==> config.mk <==
export PLATFORM = sky130hd
export DESIGN_NAME = relocation_section_decoder_core
export DESIGN_NICKNAME = d
export VERILOG_FILES = /design/src/rtl/rsd_pkg.sv /design/src/rtl/rsd_in_stage.sv /design/src/rtl/rsd_decoder.sv /design/src/rtl/rsd_out_stage.sv /design/src/rtl/relocation_section_decoder_core.sv
export SDC_FILE = /design/constraint.sdc
export NUM_CORES = 1
export LEC_CHECK = 0
export ABC_AREA = 0
export BUFFER_PORTS_ARGS = -buffer_cell sky130_fd_sc_hd__buf_2
export CAP_MARGIN = 20
export CORE_AREA = 8 8 155 265
export CTS_BUF_LIST = sky130_fd_sc_hd__clkbuf_8
export DETAILED_ROUTE_END_ITERATION = 10
export DIE_AREA = 0 0 163 273
export PLACE_DENSITY = 0.72
export SLEW_MARGIN = 5
export SYNTH_ARGS = -nofsm -noshare
export SYNTH_HDL_FRONTEND = slang
export SYNTH_SLANG_ARGS = --single-unit
export TNS_END_PERCENT = 100
==> constraint.sdc <==
create_clock -name clk -period 9.2 [get_ports clk]
set_input_delay 0 -clock clk [delete_from_list [all_inputs] [get_ports clk]]
set_output_delay 0 -clock clk [all_outputs]
set_load 0.01 [all_outputs]
==> src/rtl/rsd_pkg.sv <==
`default_nettype none
package rsd_pkg;

  // Decoder phase, one-hot
  typedef enum logic [4:0] {
    PH_HEADER = 5'b00001,
    PH_FLAT   = 5'b00010,
    PH_BASE   = 5'b00100,
    PH_COUNT  = 5'b01000,
    PH_ENTRY  = 5'b10000
  } phase_t;

  // Result kinds
  localparam logic [1:0] KIND_ENTRY = 2'd0;
  localparam logic [1:0] KIND_EMPTY = 2'd1;
  localparam logic [1:0] KIND_ERROR = 2'd2;

  // Design codes; DESIGN_UNKNOWN marks anything above block designs
  localparam logic [1:0] DESIGN_FLAT    = 2'd0;
  localparam logic [1:0] DESIGN_UNKNOWN = 2'd3;

  // Field width codes
  localparam logic [1:0] WIDTH_2B = 2'd0;
  localparam logic [1:0] WIDTH_4B = 2'd1;
  localparam logic [1:0] WIDTH_8B = 2'd2;

  // Header word slots (byte position bits 2..1 on the odd byte)
  localparam logic [1:0] HDR_FORMAT = 2'd0;
  localparam logic [1:0] HDR_DESIGN = 2'd1;
  localparam logic [1:0] HDR_COUPLE = 2'd2;
  localparam logic [1:0] HDR_COUNT  = 2'd3;

  typedef struct packed {
    logic [1:0]  kind;
    logic [4:0]  target_section;
    logic [4:0]  source_section;
    logic [63:0] offset;
    logic [3:0]  reloc_type;
    logic        section_end;
  } result_t;

endpackage
`default_nettype wire

==> src/rtl/rsd_in_stage.sv <==
`default_nettype none
module rsd_in_stage (
  input  wire logic       clk,
  input  wire logic       rst_n,
  input  wire logic       in_valid,
  output logic            in_ready,
  input  wire logic [7:0] in_data_byte,
  input  wire logic       drain,
  output logic            stage_valid,
  output logic [7:0]      stage_byte
);

  logic       valid_r;
  logic       valid_nxt;
  logic [7:0] byte_r;

  assign in_ready = !valid_r || drain;

  always_comb begin
    valid_nxt = valid_r;
    if (in_valid && in_ready) begin
      valid_nxt = 1'b1;
    end else if (drain) begin
      valid_nxt = 1'b0;
    end
  end

  always_ff @(posedge clk) begin
    if (!rst_n) begin
      valid_r <= 1'b0;
    end else begin
      valid_r <= valid_nxt;
    end
  end

  always_ff @(posedge clk) begin
    if (in_valid && in_ready) begin
      byte_r <= in_data_byte;
    end
  end

  assign stage_valid = valid_r;
  assign stage_byte  = byte_r;

endmodule
`default_nettype wire

==> src/rtl/rsd_decoder.sv <==
`default_nettype none
module rsd_decoder (
  input  wire logic       clk,
  input  wire logic       rst_n,
  input  wire logic       step,
  input  wire logic [7:0] data_byte,
  output logic            res_valid,
  output rsd_pkg::result_t res
);

  rsd_pkg::phase_t phase_r, phase_nxt;
  logic [2:0]  pos_r, pos_nxt;
  logic [63:0] field_r, field_nxt;
  logic [1:0]  width_r, width_nxt;
  logic [1:0]  design_mode_r, design_mode_nxt;
  logic [4:0]  target_r, target_nxt;
  logic [4:0]  source_r, source_nxt;
  logic [15:0] couples_r, couples_nxt;
  logic [63:0] base_r, base_nxt;
  logic [63:0] entries_r, entries_nxt;
  logic        halted_r, halted_nxt;

  logic [15:0] hdr_word;
  logic [63:0] fld_merged;
  logic [2:0]  pos_inc;
  logic [2:0]  need;
  logic        fld_done;
  logic [15:0] couples_dec;
  logic [63:0] entries_dec;
  logic [63:0] delta;
  logic [3:0]  etype;
  logic [63:0] entry_offset;

  assign hdr_word    = field_r[15:0] | ({8'h00, data_byte} << {pos_r[0], 3'b000});
  assign fld_merged  = field_r | ({56'd0, data_byte} << {pos_r, 3'b000});
  assign pos_inc     = pos_r + 3'd1;
  assign couples_dec = couples_r - 16'd1;
  assign entries_dec = entries_r - 64'd1;

  // bytes per field; eight wraps to zero in the 3-bit position count
  always_comb begin
    if (phase_r == rsd_pkg::PH_FLAT) begin
      need = 3'd2;
    end else begin
      case (width_r)
        rsd_pkg::WIDTH_2B: need = 3'd2;
        rsd_pkg::WIDTH_4B: need = 3'd4;
        default:           need = 3'd0;
      endcase
    end
  end
  assign fld_done = (pos_inc == need);

  always_comb begin
    case (width_r)
      rsd_pkg::WIDTH_2B: begin
        delta = {52'd0, fld_merged[11:0]};
        etype = fld_merged[15:12];
      end
      rsd_pkg::WIDTH_4B: begin
        delta = {36'd0, fld_merged[27:0]};
        etype = fld_merged[31:28];
      end
      default: begin
        delta = {4'd0, fld_merged[59:0]};
        etype = fld_merged[63:60];
      end
    endcase
  end
  assign entry_offset = base_r + delta;

  always_comb begin
    phase_nxt       = phase_r;
    pos_nxt         = pos_r;
    field_nxt       = field_r;
    width_nxt       = width_r;
    design_mode_nxt = design_mode_r;
    target_nxt      = target_r;
    source_nxt      = source_r;
    couples_nxt     = couples_r;
    base_nxt        = base_r;
    entries_nxt     = entries_r;
    halted_nxt      = halted_r;
    res_valid       = 1'b0;
    res.kind           = rsd_pkg::KIND_ENTRY;
    res.target_section = target_r;
    res.source_section = source_r;
    res.offset         = 64'd0;
    res.reloc_type     = 4'd0;
    res.section_end    = 1'b0;

    if (step && !halted_r) begin
      if (phase_r == rsd_pkg::PH_HEADER) begin
        pos_nxt = pos_inc;
        if (!pos_r[0]) begin
          field_nxt = {48'd0, hdr_word};
        end else begin
          field_nxt = 64'd0;
          case (pos_r[2:1])
            rsd_pkg::HDR_FORMAT: begin
              width_nxt = (hdr_word == 16'd0) ? rsd_pkg::WIDTH_2B :
                          (hdr_word == 16'd1) ? rsd_pkg::WIDTH_4B : rsd_pkg::WIDTH_8B;
            end
            rsd_pkg::HDR_DESIGN: begin
              design_mode_nxt = (hdr_word <= 16'd2) ? hdr_word[1:0]
                                                    : rsd_pkg::DESIGN_UNKNOWN;
            end
            rsd_pkg::HDR_COUPLE: begin
              target_nxt = hdr_word[4:0];
              source_nxt = hdr_word[9:5];
            end
            rsd_pkg::HDR_COUNT: begin
              couples_nxt = hdr_word;
              if (design_mode_r == rsd_pkg::DESIGN_UNKNOWN) begin
                halted_nxt      = 1'b1;
                res_valid       = 1'b1;
                res.kind        = rsd_pkg::KIND_ERROR;
                res.section_end = 1'b1;
              end else if (hdr_word == 16'd0) begin
                res_valid       = 1'b1;
                res.kind        = rsd_pkg::KIND_EMPTY;
                res.section_end = 1'b1;
              end else begin
                phase_nxt = (design_mode_r == rsd_pkg::DESIGN_FLAT) ? rsd_pkg::PH_FLAT
                                                                     : rsd_pkg::PH_BASE;
              end
            end
            default: ;
          endcase
        end
      end else if (!fld_done) begin
        pos_nxt   = pos_inc;
        field_nxt = fld_merged;
      end else begin
        pos_nxt   = 3'd0;
        field_nxt = 64'd0;
        case (phase_r)
          rsd_pkg::PH_FLAT: begin
            couples_nxt     = couples_dec;
            res_valid       = 1'b1;
            res.offset      = {52'd0, fld_merged[11:0]};
            res.reloc_type  = fld_merged[15:12];
            res.section_end = (couples_dec == 16'd0);
            if (couples_dec == 16'd0) begin
              phase_nxt = rsd_pkg::PH_HEADER;
            end
          end
          rsd_pkg::PH_BASE: begin
            base_nxt  = fld_merged;
            phase_nxt = rsd_pkg::PH_COUNT;
          end
          rsd_pkg::PH_COUNT: begin
            entries_nxt = fld_merged;
            if (fld_merged != 64'd0) begin
              phase_nxt = rsd_pkg::PH_ENTRY;
            end else begin
              couples_nxt = couples_dec;
              if (couples_dec == 16'd0) begin
                phase_nxt       = rsd_pkg::PH_HEADER;
                res_valid       = 1'b1;
                res.kind        = rsd_pkg::KIND_EMPTY;
                res.section_end = 1'b1;
              end else begin
                phase_nxt = rsd_pkg::PH_BASE;
              end
            end
          end
          rsd_pkg::PH_ENTRY: begin
            entries_nxt    = entries_dec;
            res_valid      = 1'b1;
            res.offset     = entry_offset;
            res.reloc_type = etype;
            if (entries_dec == 64'd0) begin
              couples_nxt = couples_dec;
              if (couples_dec == 16'd0) begin
                res.section_end = 1'b1;
                phase_nxt       = rsd_pkg::PH_HEADER;
              end else begin
                phase_nxt = rsd_pkg::PH_BASE;
              end
            end
          end
          default: ;
        endcase
      end
    end
  end

  always_ff @(posedge clk) begin
    if (!rst_n) begin
      phase_r       <= rsd_pkg::PH_HEADER;
      pos_r         <= 3'd0;
      field_r       <= 64'd0;
      width_r       <= rsd_pkg::WIDTH_2B;
      design_mode_r <= rsd_pkg::DESIGN_FLAT;
      target_r      <= 5'd0;
      source_r      <= 5'd0;
      couples_r     <= 16'd0;
      base_r        <= 64'd0;
      entries_r     <= 64'd0;
      halted_r      <= 1'b0;
    end else begin
      phase_r       <= phase_nxt;
      pos_r         <= pos_nxt;
      field_r       <= field_nxt;
      width_r       <= width_nxt;
      design_mode_r <= design_mode_nxt;
      target_r      <= target_nxt;
      source_r      <= source_nxt;
      couples_r     <= couples_nxt;
      base_r        <= base_nxt;
      entries_r     <= entries_nxt;
      halted_r      <= halted_nxt;
    end
  end

endmodule
`default_nettype wire

==> src/rtl/rsd_out_stage.sv <==
`default_nettype none
module rsd_out_stage (
  input  wire logic             clk,
  input  wire logic             rst_n,
  input  wire logic             load,
  input  wire logic             res_valid,
  input  wire rsd_pkg::result_t res,
  output logic                  can_load,
  output logic                  out_valid,
  input  wire logic             out_ready,
  output rsd_pkg::result_t      out_res
);

  logic             valid_r;
  rsd_pkg::result_t res_r;

  // slot frees when empty or when the held result transfers this cycle
  assign can_load = !valid_r || out_ready;

  always_ff @(posedge clk) begin
    if (!rst_n) begin
      valid_r <= 1'b0;
    end else if (can_load) begin
      valid_r <= load && res_valid;
    end
  end

  always_ff @(posedge clk) begin
    if (can_load && load && res_valid) begin
      res_r <= res;
    end
  end

  assign out_valid = valid_r;
  assign out_res   = res_r;

endmodule
`default_nettype wire

==> src/rtl/relocation_section_decoder_core.sv <==
// Relocation section decoder.
// Input channel: one section byte per transfer on in_data_byte (valid/ready).
// Output channel: one result per relocation entry, plus an end marker for
// empty sections or empty last blocks, and an error result for an unknown
// design; each result carries kind, section numbers, offset, type and
// section_end (valid/ready).
// A byte taken is held in the input register and its result, if any, goes
// on into the output register. Throughput: one byte per cycle, set by the
// single decode step between the input register and the result register;
// both registers move on in every cycle in which out_ready is high.
// Receiver stall: the held result stays put, one more byte sits in the input
// register, then in_ready drops until out_ready returns.
// Reset (rst_n low, synchronous): the decoder returns to the header phase and
// both stages empty. After an unknown design the block swallows every byte
// without result until the next reset.
`default_nettype none
module relocation_section_decoder_core (
  input  wire logic        clk,
  input  wire logic        rst_n,
  input  wire logic        in_valid,
  output logic             in_ready,
  input  wire logic [7:0]  in_data_byte,
  output logic             out_valid,
  input  wire logic        out_ready,
  output logic [1:0]       out_kind,
  output logic [4:0]       out_target_section,
  output logic [4:0]       out_source_section,
  output logic [63:0]      out_offset,
  output logic [3:0]       out_reloc_type,
  output logic             out_section_end
);

  logic             stage_valid;
  logic [7:0]       stage_byte;
  logic             can_load;
  logic             step;
  logic             res_valid;
  rsd_pkg::result_t res;
  rsd_pkg::result_t out_res;

  assign step = stage_valid && can_load;

  rsd_in_stage u_in (
    .clk          (clk),
    .rst_n        (rst_n),
    .in_valid     (in_valid),
    .in_ready     (in_ready),
    .in_data_byte (in_data_byte),
    .drain        (step),
    .stage_valid  (stage_valid),
    .stage_byte   (stage_byte)
  );

  rsd_decoder u_dec (
    .clk       (clk),
    .rst_n     (rst_n),
    .step      (step),
    .data_byte (stage_byte),
    .res_valid (res_valid),
    .res       (res)
  );

  rsd_out_stage u_out (
    .clk       (clk),
    .rst_n     (rst_n),
    .load      (step),
    .res_valid (res_valid),
    .res       (res),
    .can_load  (can_load),
    .out_valid (out_valid),
    .out_ready (out_ready),
    .out_res   (out_res)
  );

  assign out_kind           = out_res.kind;
  assign out_target_section = out_res.target_section;
  assign out_source_section = out_res.source_section;
  assign out_offset         = out_res.offset;
  assign out_reloc_type     = out_res.reloc_type;
  assign out_section_end    = out_res.section_end;

  // end and error results always close the section and carry no offset
  a_marker_fields: assert property (@(posedge clk) disable iff (!rst_n)
    (out_valid && out_kind != rsd_pkg::KIND_ENTRY) |->
      (out_section_end && out_offset == 64'd0 && out_reloc_type == 4'd0))
    else $error("end or error result with entry fields set");

  // nothing follows an error result until reset
  a_halt_after_error: assert property (@(posedge clk) disable iff (!rst_n)
    (out_valid && out_ready && out_kind == rsd_pkg::KIND_ERROR) |=> !out_valid)
    else $error("result after unknown design error");

  // input back-pressure only comes from a stalled result
  a_ready_cause: assert property (@(posedge clk) disable iff (!rst_n)
    !in_ready |-> (out_valid && !out_ready))
    else $error("in_ready low without output stall");

endmodule
`default_nettype wire
Word-level counts from Yosys, hierarchy flattened:

Cells that the tools add are included.

* flip-flop bits (word level): 322
* bits of input ports: 12
* output and inout bits: 83
* logic and storage cells: 142

* add/subtract/negate cells: 4
* order comparisons: 1
* eq/ne operators: 19
* shift operators: 2
* multiplexer cells: 58
* bitwise logic cells: 5
* reductions and logical operators: 33

Operators with widths (count)
* $pmux W68 S2: 1
* $mux W64: 2
* $pmux W64 S2: 1
* $pmux W60 S2: 1
* $mux W16: 7
* $add A64 B60 Y64: 1
* $logic_not A64 Y1: 1
* $or A64 B64 Y64: 1
* $reduce_bool A64 Y1: 1
* $shl A8 B6 Y64: 1
* $sub A64 B1 Y64 const B: 1
* $pmux W16 S3: 1
* $mux W5: 9
* $logic_not A16 Y1: 2
* $mux W2: 10
* $pmux W5 S4: 1
* $reduce_and A4 Y1: 5
* $eq A16 B1 Y1 const B: 1
* $le A16 B2 Y1 const B: 1
* $mux W1: 16
* $or A16 B16 Y16: 1
* $shl A8 B4 Y16: 1
* $sub A16 B1 Y16 const B: 1
* $mux W3: 5
* other kinds (31): 50

Depth between registers and ports, before layout:

* word-level depth: 10
* mapped depth: 19
* mapped depth without buffers: 16

By module:

From an unflattened synthesis, not the netlist that was laid out.

* cell total of the unflattened synthesis: 2404
* area total of the unflattened synthesis: 19645.1 um2

Modules (own cells, without submodules)
* rsd_decoder: instances 1, cells each 2304, area an instance 16843.7 um2, seq. area each 4624.4 um2
* rsd_out_stage: instances 1, cells each 86, area an instance 2497.4 um2, seq. area each 2452.4 um2
* rsd_in_stage: instances 1, cells each 13, area an instance 297.8 um2, seq. area each 260.2 um2
* relocation_section_decoder_core: instances 1, cells each 1, area an instance 6.3 um2, seq. area each 0.0 um2

Worst setup path after synthesis:

No wires, ideal clock.

* kind: register -> register
* start: register u_dec.pos_r[0]
* end: register u_out.res_r (netlist bit u_out.out_res[0]), enable pin
* arrival time: 6.272 ns
* path slack: 2.379 ns
* cell stages (with the launch flop): 12
* path buffers: 2
* cell sequence: dfxtp_1 > clkbuf_1 > clkbuf_1 > nor2_1 > a2111oi_0 > nand4_1 > nor4_1 > nand3_1 > nand4bb_1 > nor2_1 > o31ai_1 > a21oi_1

* cells in the longest elaborated chain, start to end: 10
* elaborated cells on any way between the ends: 18
* classes of those cells: add/sub: 1; eq/ne: 1; shift: 2; mux: 9; bitwise: 2; reduce/logical: 3

Ends and longest elaborated chain
* from (decl): line rsd_decoder.sv:12 `logic [2:0] pos_r, pos_nxt;`
* from (signal assigned): line rsd_decoder.sv:204 `pos_r <= pos_nxt;`
* parallel branches: the longest is 7 deep, another holds $shl A8 B6 Y64
* $mux W1 (*): line rsd_decoder.sv:93 `if (phase_r == rsd_pkg::PH_HEADER) begin`
* $mux W1 (*): line rsd_decoder.sv:92 `if (step && !halted_r) begin`
* $logic_and A1 B1 Y1 (*): line rsd_out_stage.sv:29 `if (can_load && load && res_valid) begin`
* to (signal assigned): line rsd_out_stage.sv:30 `res_r <= res;`
* to (decl): line rsd_out_stage.sv:15 `rsd_pkg::result_t res_r;`

Mark *: on every way between the ends.
A chain may end at the register's enable or synchronous reset.

Worst setup path in the final report:

* start: register u_dec.pos_r[2]
* end: register u_out.res_r (netlist bit u_out.out_res[68]) (data pin)

* cells in the longest elaborated chain, start to end: 5
* elaborated cells on any way between the ends: 9
* classes of those cells: add/sub: 2; eq/ne: 1; shift: 1; mux: 2; bitwise: 2; reduce/logical: 1

Ends and longest elaborated chain
* $shl A8 B6 Y64: line rsd_decoder.sv:35 `assign fld_merged = field_r | ({56'd0, data_byte} << {pos_r, 3'b000});`
* $or A64 B64 Y64: line rsd_decoder.sv:35
* $pmux W60 S2: line rsd_decoder.sv:55 `case (width_r)`
* $add A64 B60 Y64: line rsd_decoder.sv:70 `assign entry_offset = base_r + delta;`
* $pmux W68 S2: line rsd_decoder.sv:137 `case (phase_r)`

Several ways; a longest one is shown, not always the timed one.

==> results list <==
* Result of the run: finished clean
* Number of nets in the finished design: 2484
- Number of clock sinks: 322
* Starting utilization of the core area: 51.2%
* CP Data Required Time: 9.65 ns
- Cell count after synthesis: 2370
* DIE HEIGHT: 273 um
- Wire length of the first global-routing pass: 102000 um
- The floorplan step defined a core boundary enclosing 0.0374 mm2.
- Pin count of the biggest net entering global routing: 106
- STA classifies the critical path endpoint as a register.
- In the synthesized netlist the async set-or-reset flop fraction comes to 0%.
- Register bit total from synthesis: 322
- The die covers 0.0445 mm2.
- The area growth from synthesis to layout is 9.98%.
* Pins Over Slew Limit: 0
* Average cell area after synthesis: 8.08 um2
* Post-route fraction of the period consumed by the critical path: 62.4%
- Highest achievable clock rate: 0.174 GHz
* Hold WS: 0.107 ns
* Number of core rows: 94
* Internal: 2.06 mW
* TNS Setup: 0 ns
- In this run the tightest slew margin relative to its limit is 28.9%.
- Cells fill 56.3% of the core in the end.
* Nets in the synthesized netlist: 2448
* Antenna violations before repair: 4
* Number of iterations in the first detailed-routing pass: 6
- The min-delay analysis places its worst path in the category input pin to register.
- The clock network is responsible for 41.2% of the overall power.
* Combinational Power Share: 5.6%
* Crit-path max FO: 28
- Path depth of the worst reg2reg path: 15
* # IOs: 95
- Power spread over the standard cell area amounts to 132 mW/mm2.
* WHS Path Cells: 2
* Register-to-Register Setup Slack: 3.46 ns
* Hold worst-path end: u_in.stage_byte[5]
* Critical register-to-register path startpoint: u_dec.pos_r[2]
- In the final routed layout, each cell accounts on average for 22.6 um.
* Most used DFF post-synth: sky130_fd_sc_hd__dfxtp_1
- The routed design could run at a clock period as short as 5.74 ns.
- The mapped netlist covers 0.0191 mm2.
* Startpoint type of the worst setup path: register
- Global routing used 29.0% of the available tracks across all layers.
- The clock reaches the later pin of the worst-skew pair after 0.62 ns.
- In this run the cell area measured after placement is 0.0200 mm2.
* Max Clock Skew: 0.0292 ns
- CP max stage cell: sky130_fd_sc_hd__dfxtp_1
- Data arrival time of the critical path: 6.19 ns
* Final Setup Violations: 0
- Final weighted congestion in routability-driven placement: 0.976
- The detail route stage leaves a number of antenna-violating nets equal to 0.
- Share of cells above drive strength 1: 10.8%
- From left edge to right edge, the die measures 163 um.
* Max incr delay on CP: 0.98 ns
* Switch share: 25.8%
- In this run the number of H-tree levels came out at 2.
- After the first detailed-routing iteration, the DRC count stood at 1580.
* GRT Residual Overflow: 0
- Reported net switching power: 714 uW
- The critical path is of the register to register type.
* R2R Path End: u_out.out_res[68]
* Number of buffers added on ports: 94
* Total detailed-routing wirelength: 66100 um
- CTS tree: yes
* Via count: 18779
* Leakage power of the design: 8.08 nW
- In the final layout, flip-flops and latches occupy 0.00734 mm2.
- Setup repair after global routing left no endpoint under its margin.
* Count of flip-flops with a built-in enable after synthesis: 89
- In the routed design, unresolved DRC markers number 0.
* Design area: 0.0211 mm2
- The most numerous cell type found on the critical path is sky130_fd_sc_hd__a21oi_1.
- The number of failing hold endpoints at the final stage came to 0.
- Proportion of power drawn by flip-flops and latches: 53.3%
* Number of global-route vias before repair: 18046
- Multi-input combinational cell area: 0.0110 mm2
- Buffers inserted during clock tree synthesis total 49.
* Count of synthesis-stage warnings from yosys: 0
- Filler cell count in the final layout: 3542
* Post-detailed-placement half-perimeter wirelength: 47500 um
* Number of unique standard cell types used by synthesis: 86
- Drt via density: 6.41
* Number of violations of the max-capacitance limit: 0
- Worst supply voltage drop on vdd: 0.109 mV
- The critical path goes through nor2b_1 > buf_4 > a21oi_1 > nor2_1 > ha_1 > a21oi_1 > o21ai_0 > a221o_1 > o21ai_0 > a21o_1 > a21oi_1 > o41ai_1 > o31ai_1 > nand4_1 > mux2i_1.
* Root buf cell: sky130_fd_sc_hd__clkbuf_8
- At the pin with the least slew margin, the transition time is 1.06 ns.
* Clock transition at the registers of the reported paths: 0.07 ns
- Summing the sequential cell areas from Yosys gives 38.3% of the chip area.
- No sink is reached through more buffers than the 3 on the longest clock path.
- In this run the most critical hold path is launched from in_data_byte[5].
-- critical path, delay by kind of cell (launching register included) --
kind	cells	cell delay [ns]
AOI/OAI and AO/OA	9	3.02
buffers and inverters	1	0.28
adders and majority gates	1	0.45
and+or+nand+nor	3	0.65
DFF	1	0.98
muxes	1	0.21
-- repair_timing --
item	4_1_cts	5_1_grt
hold buffers	12	0
endpoints found under the setup margin	0	0
gates resized for setup	0	0
endpoints found under the hold margin	20	0
setup buffers	0	0
-- routing by layer --
metal	GRT usage [%]	wire length, um	part of all wire, %	vias up
met5	0	28	0.042	-
li1	-	-	-	8808
met4	22.6	5210	7.9	4
met1	32.3	24800	38	8909
met3	4.61	4050	6.1	255
met2	48.5	32000	48	803
-- sequential cells by signal, indices dropped and copies added, names as in the netlist --
register,count
u_dec.base_r,64
u_dec.couples_r,16
u_dec.design_mode_r,2
u_dec.entries_r,64
u_dec.field_r,64
u_dec.halted_r,1
u_dec.phase_r,5
u_dec.pos_r,3
u_dec.source_r,5
u_dec.target_r,5
u_dec.width_r,2
u_in.stage_byte,8
u_in.stage_valid,1
u_out.out_res,81
u_out.out_valid,1
-- through the flow --
step	std cells	setup slack [ns]	power, mW
final	2929	3.46	2.77
after global routing	2927	3.15	2.86
after CTS	2922	3.61	2.79
after detailed placement	2820	3.62	1.65
after global placement	2820	3.77	1.65
after floorplan	2370	2.38	1.59
-- layout by cell type (no fill, tap or decap), types with 12 or more instances in the layout --
| master | Yosys | final |
|---|---|---|
| sky130_fd_sc_hd__nand2_1 | 162 | 161 |
| sky130_fd_sc_hd__nor2_1 | 319 | 317 |
| sky130_fd_sc_hd__buf_4 | 2 | 49 |
| sky130_fd_sc_hd__a22oi_1 | 35 | 35 |
| sky130_fd_sc_hd__a31oi_1 | 17 | 17 |
| sky130_fd_sc_hd__buf_2 | 4 | 94 |
| sky130_fd_sc_hd__a21o_1 | 28 | 28 |
| sky130_fd_sc_hd__xnor2_1 | 45 | 45 |
| sky130_fd_sc_hd__nor2b_1 | 54 | 54 |
| sky130_fd_sc_hd__dlygate4sd3_1 | 0 | 12 |
| sky130_fd_sc_hd__nor4_1 | 32 | 32 |
| sky130_fd_sc_hd__o22ai_1 | 27 | 27 |
| sky130_fd_sc_hd__inv_1 | 45 | 65 |
| sky130_fd_sc_hd__ha_1 | 65 | 65 |
| sky130_fd_sc_hd__clkbuf_8 | 0 | 56 |
| sky130_fd_sc_hd__a2111oi_0 | 15 | 15 |
| sky130_fd_sc_hd__a21oi_1 | 278 | 277 |
| sky130_fd_sc_hd__a211oi_1 | 89 | 89 |
| sky130_fd_sc_hd__o211ai_1 | 16 | 16 |
| sky130_fd_sc_hd__edfxtp_1 | 89 | 89 |
| sky130_fd_sc_hd__or3_1 | 29 | 29 |
| sky130_fd_sc_hd__xor2_1 | 39 | 39 |
| sky130_fd_sc_hd__mux2i_1 | 12 | 12 |
| sky130_fd_sc_hd__and3_1 | 19 | 17 |
| sky130_fd_sc_hd__nand4_1 | 38 | 38 |
| sky130_fd_sc_hd__dfxtp_1 | 233 | 233 |
| sky130_fd_sc_hd__or4_1 | 12 | 12 |
| sky130_fd_sc_hd__o21bai_1 | 15 | 15 |
| sky130_fd_sc_hd__nand3_1 | 48 | 47 |
| sky130_fd_sc_hd__o21ai_0 | 144 | 143 |
| sky130_fd_sc_hd__nor3_1 | 111 | 111 |
-- cell type report --
class / instances / share of cell area, %
clock inverter: 34 / 0.671
inverter: 46 / 0.844
antenna: 4 / 0.0475
tap: 480 / 2.85
clock buffer: 56 / 3.66
multi-input combinational: 1829 / 52.3
timing repair buffer: 158 / 4.78
sequential: 322 / 34.8
-- cells in the mapped netlist (15+ instances only) --
cell type / number / share of area, %
sky130_fd_sc_hd__a31oi_1: 17 / 0.56
sky130_fd_sc_hd__xor2_1: 39 / 1.8
sky130_fd_sc_hd__nand3_1: 48 / 1.3
sky130_fd_sc_hd__and3_1: 19 / 0.62
sky130_fd_sc_hd__a211oi_1: 89 / 3.5
sky130_fd_sc_hd__ha_1: 65 / 4.2
sky130_fd_sc_hd__dfxtp_1: 233 / 24
sky130_fd_sc_hd__inv_1: 45 / 0.88
sky130_fd_sc_hd__a21oi_1: 278 / 7.3
sky130_fd_sc_hd__a21o_1: 28 / 1.1
sky130_fd_sc_hd__a2111oi_0: 15 / 0.69
sky130_fd_sc_hd__o21bai_1: 15 / 0.59
sky130_fd_sc_hd__nor4_1: 32 / 1.0
sky130_fd_sc_hd__o21ai_0: 144 / 3.8
sky130_fd_sc_hd__edfxtp_1: 89 / 14
sky130_fd_sc_hd__or3_1: 29 / 0.95
sky130_fd_sc_hd__o22ai_1: 27 / 0.88
sky130_fd_sc_hd__o211ai_1: 16 / 0.63
sky130_fd_sc_hd__clkbuf_1: 156 / 3.1
sky130_fd_sc_hd__nor3_1: 111 / 2.9
sky130_fd_sc_hd__nor2b_1: 54 / 1.8
sky130_fd_sc_hd__nor2_1: 319 / 6.3
sky130_fd_sc_hd__xnor2_1: 45 / 2.1
sky130_fd_sc_hd__nand2_1: 162 / 3.2
sky130_fd_sc_hd__a22oi_1: 35 / 1.4
sky130_fd_sc_hd__nand4_1: 38 / 1.2
-- power by group through the flow --
| stage | combinational [mW] | sequential [mW] | clock, mW |
|---|---|---|---|
| 2_1_floorplan | 0.0989 | 1.49 | 0 |
| 3_3_place_gp | 0.144 | 1.50 | 0 |
| 3_5_place_dp | 0.144 | 1.50 | 0 |
| 4_1_cts | 0.149 | 1.47 | 1.16 |
| 5_1_grt | 0.164 | 1.47 | 1.22 |
| 6_report | 0.154 | 1.48 | 1.14 |
-- worst max path at each step --
stage	from	to	cells past startpoint
after floorplan	u_dec.pos_r[0]	u_out.out_res[0]	11
after global placement	u_dec.pos_r[2]	u_out.out_res[66]	15
after detailed placement	u_dec.pos_r[2]	u_out.out_res[68]	15
after CTS	u_dec.pos_r[2]	u_out.out_res[68]	15
after global routing	u_dec.pos_r[2]	u_out.out_res[66]	15
final	u_dec.pos_r[2]	u_out.out_res[68]	15
-- cell families after synthesis --
| kind of cell | after synthesis | synth area share, % |
|---|---|---|
| xor+xnor | 84 | 3.84 |
| simple gates | 925 | 24.4 |
| buf+inv | 219 | 4.48 |
| fa+ha+maj | 66 | 4.35 |
| mux | 18 | 0.980 |
| flops | 322 | 38.3 |
| compound gates | 736 | 23.6 |
Power figures use the tool's default switching activity.
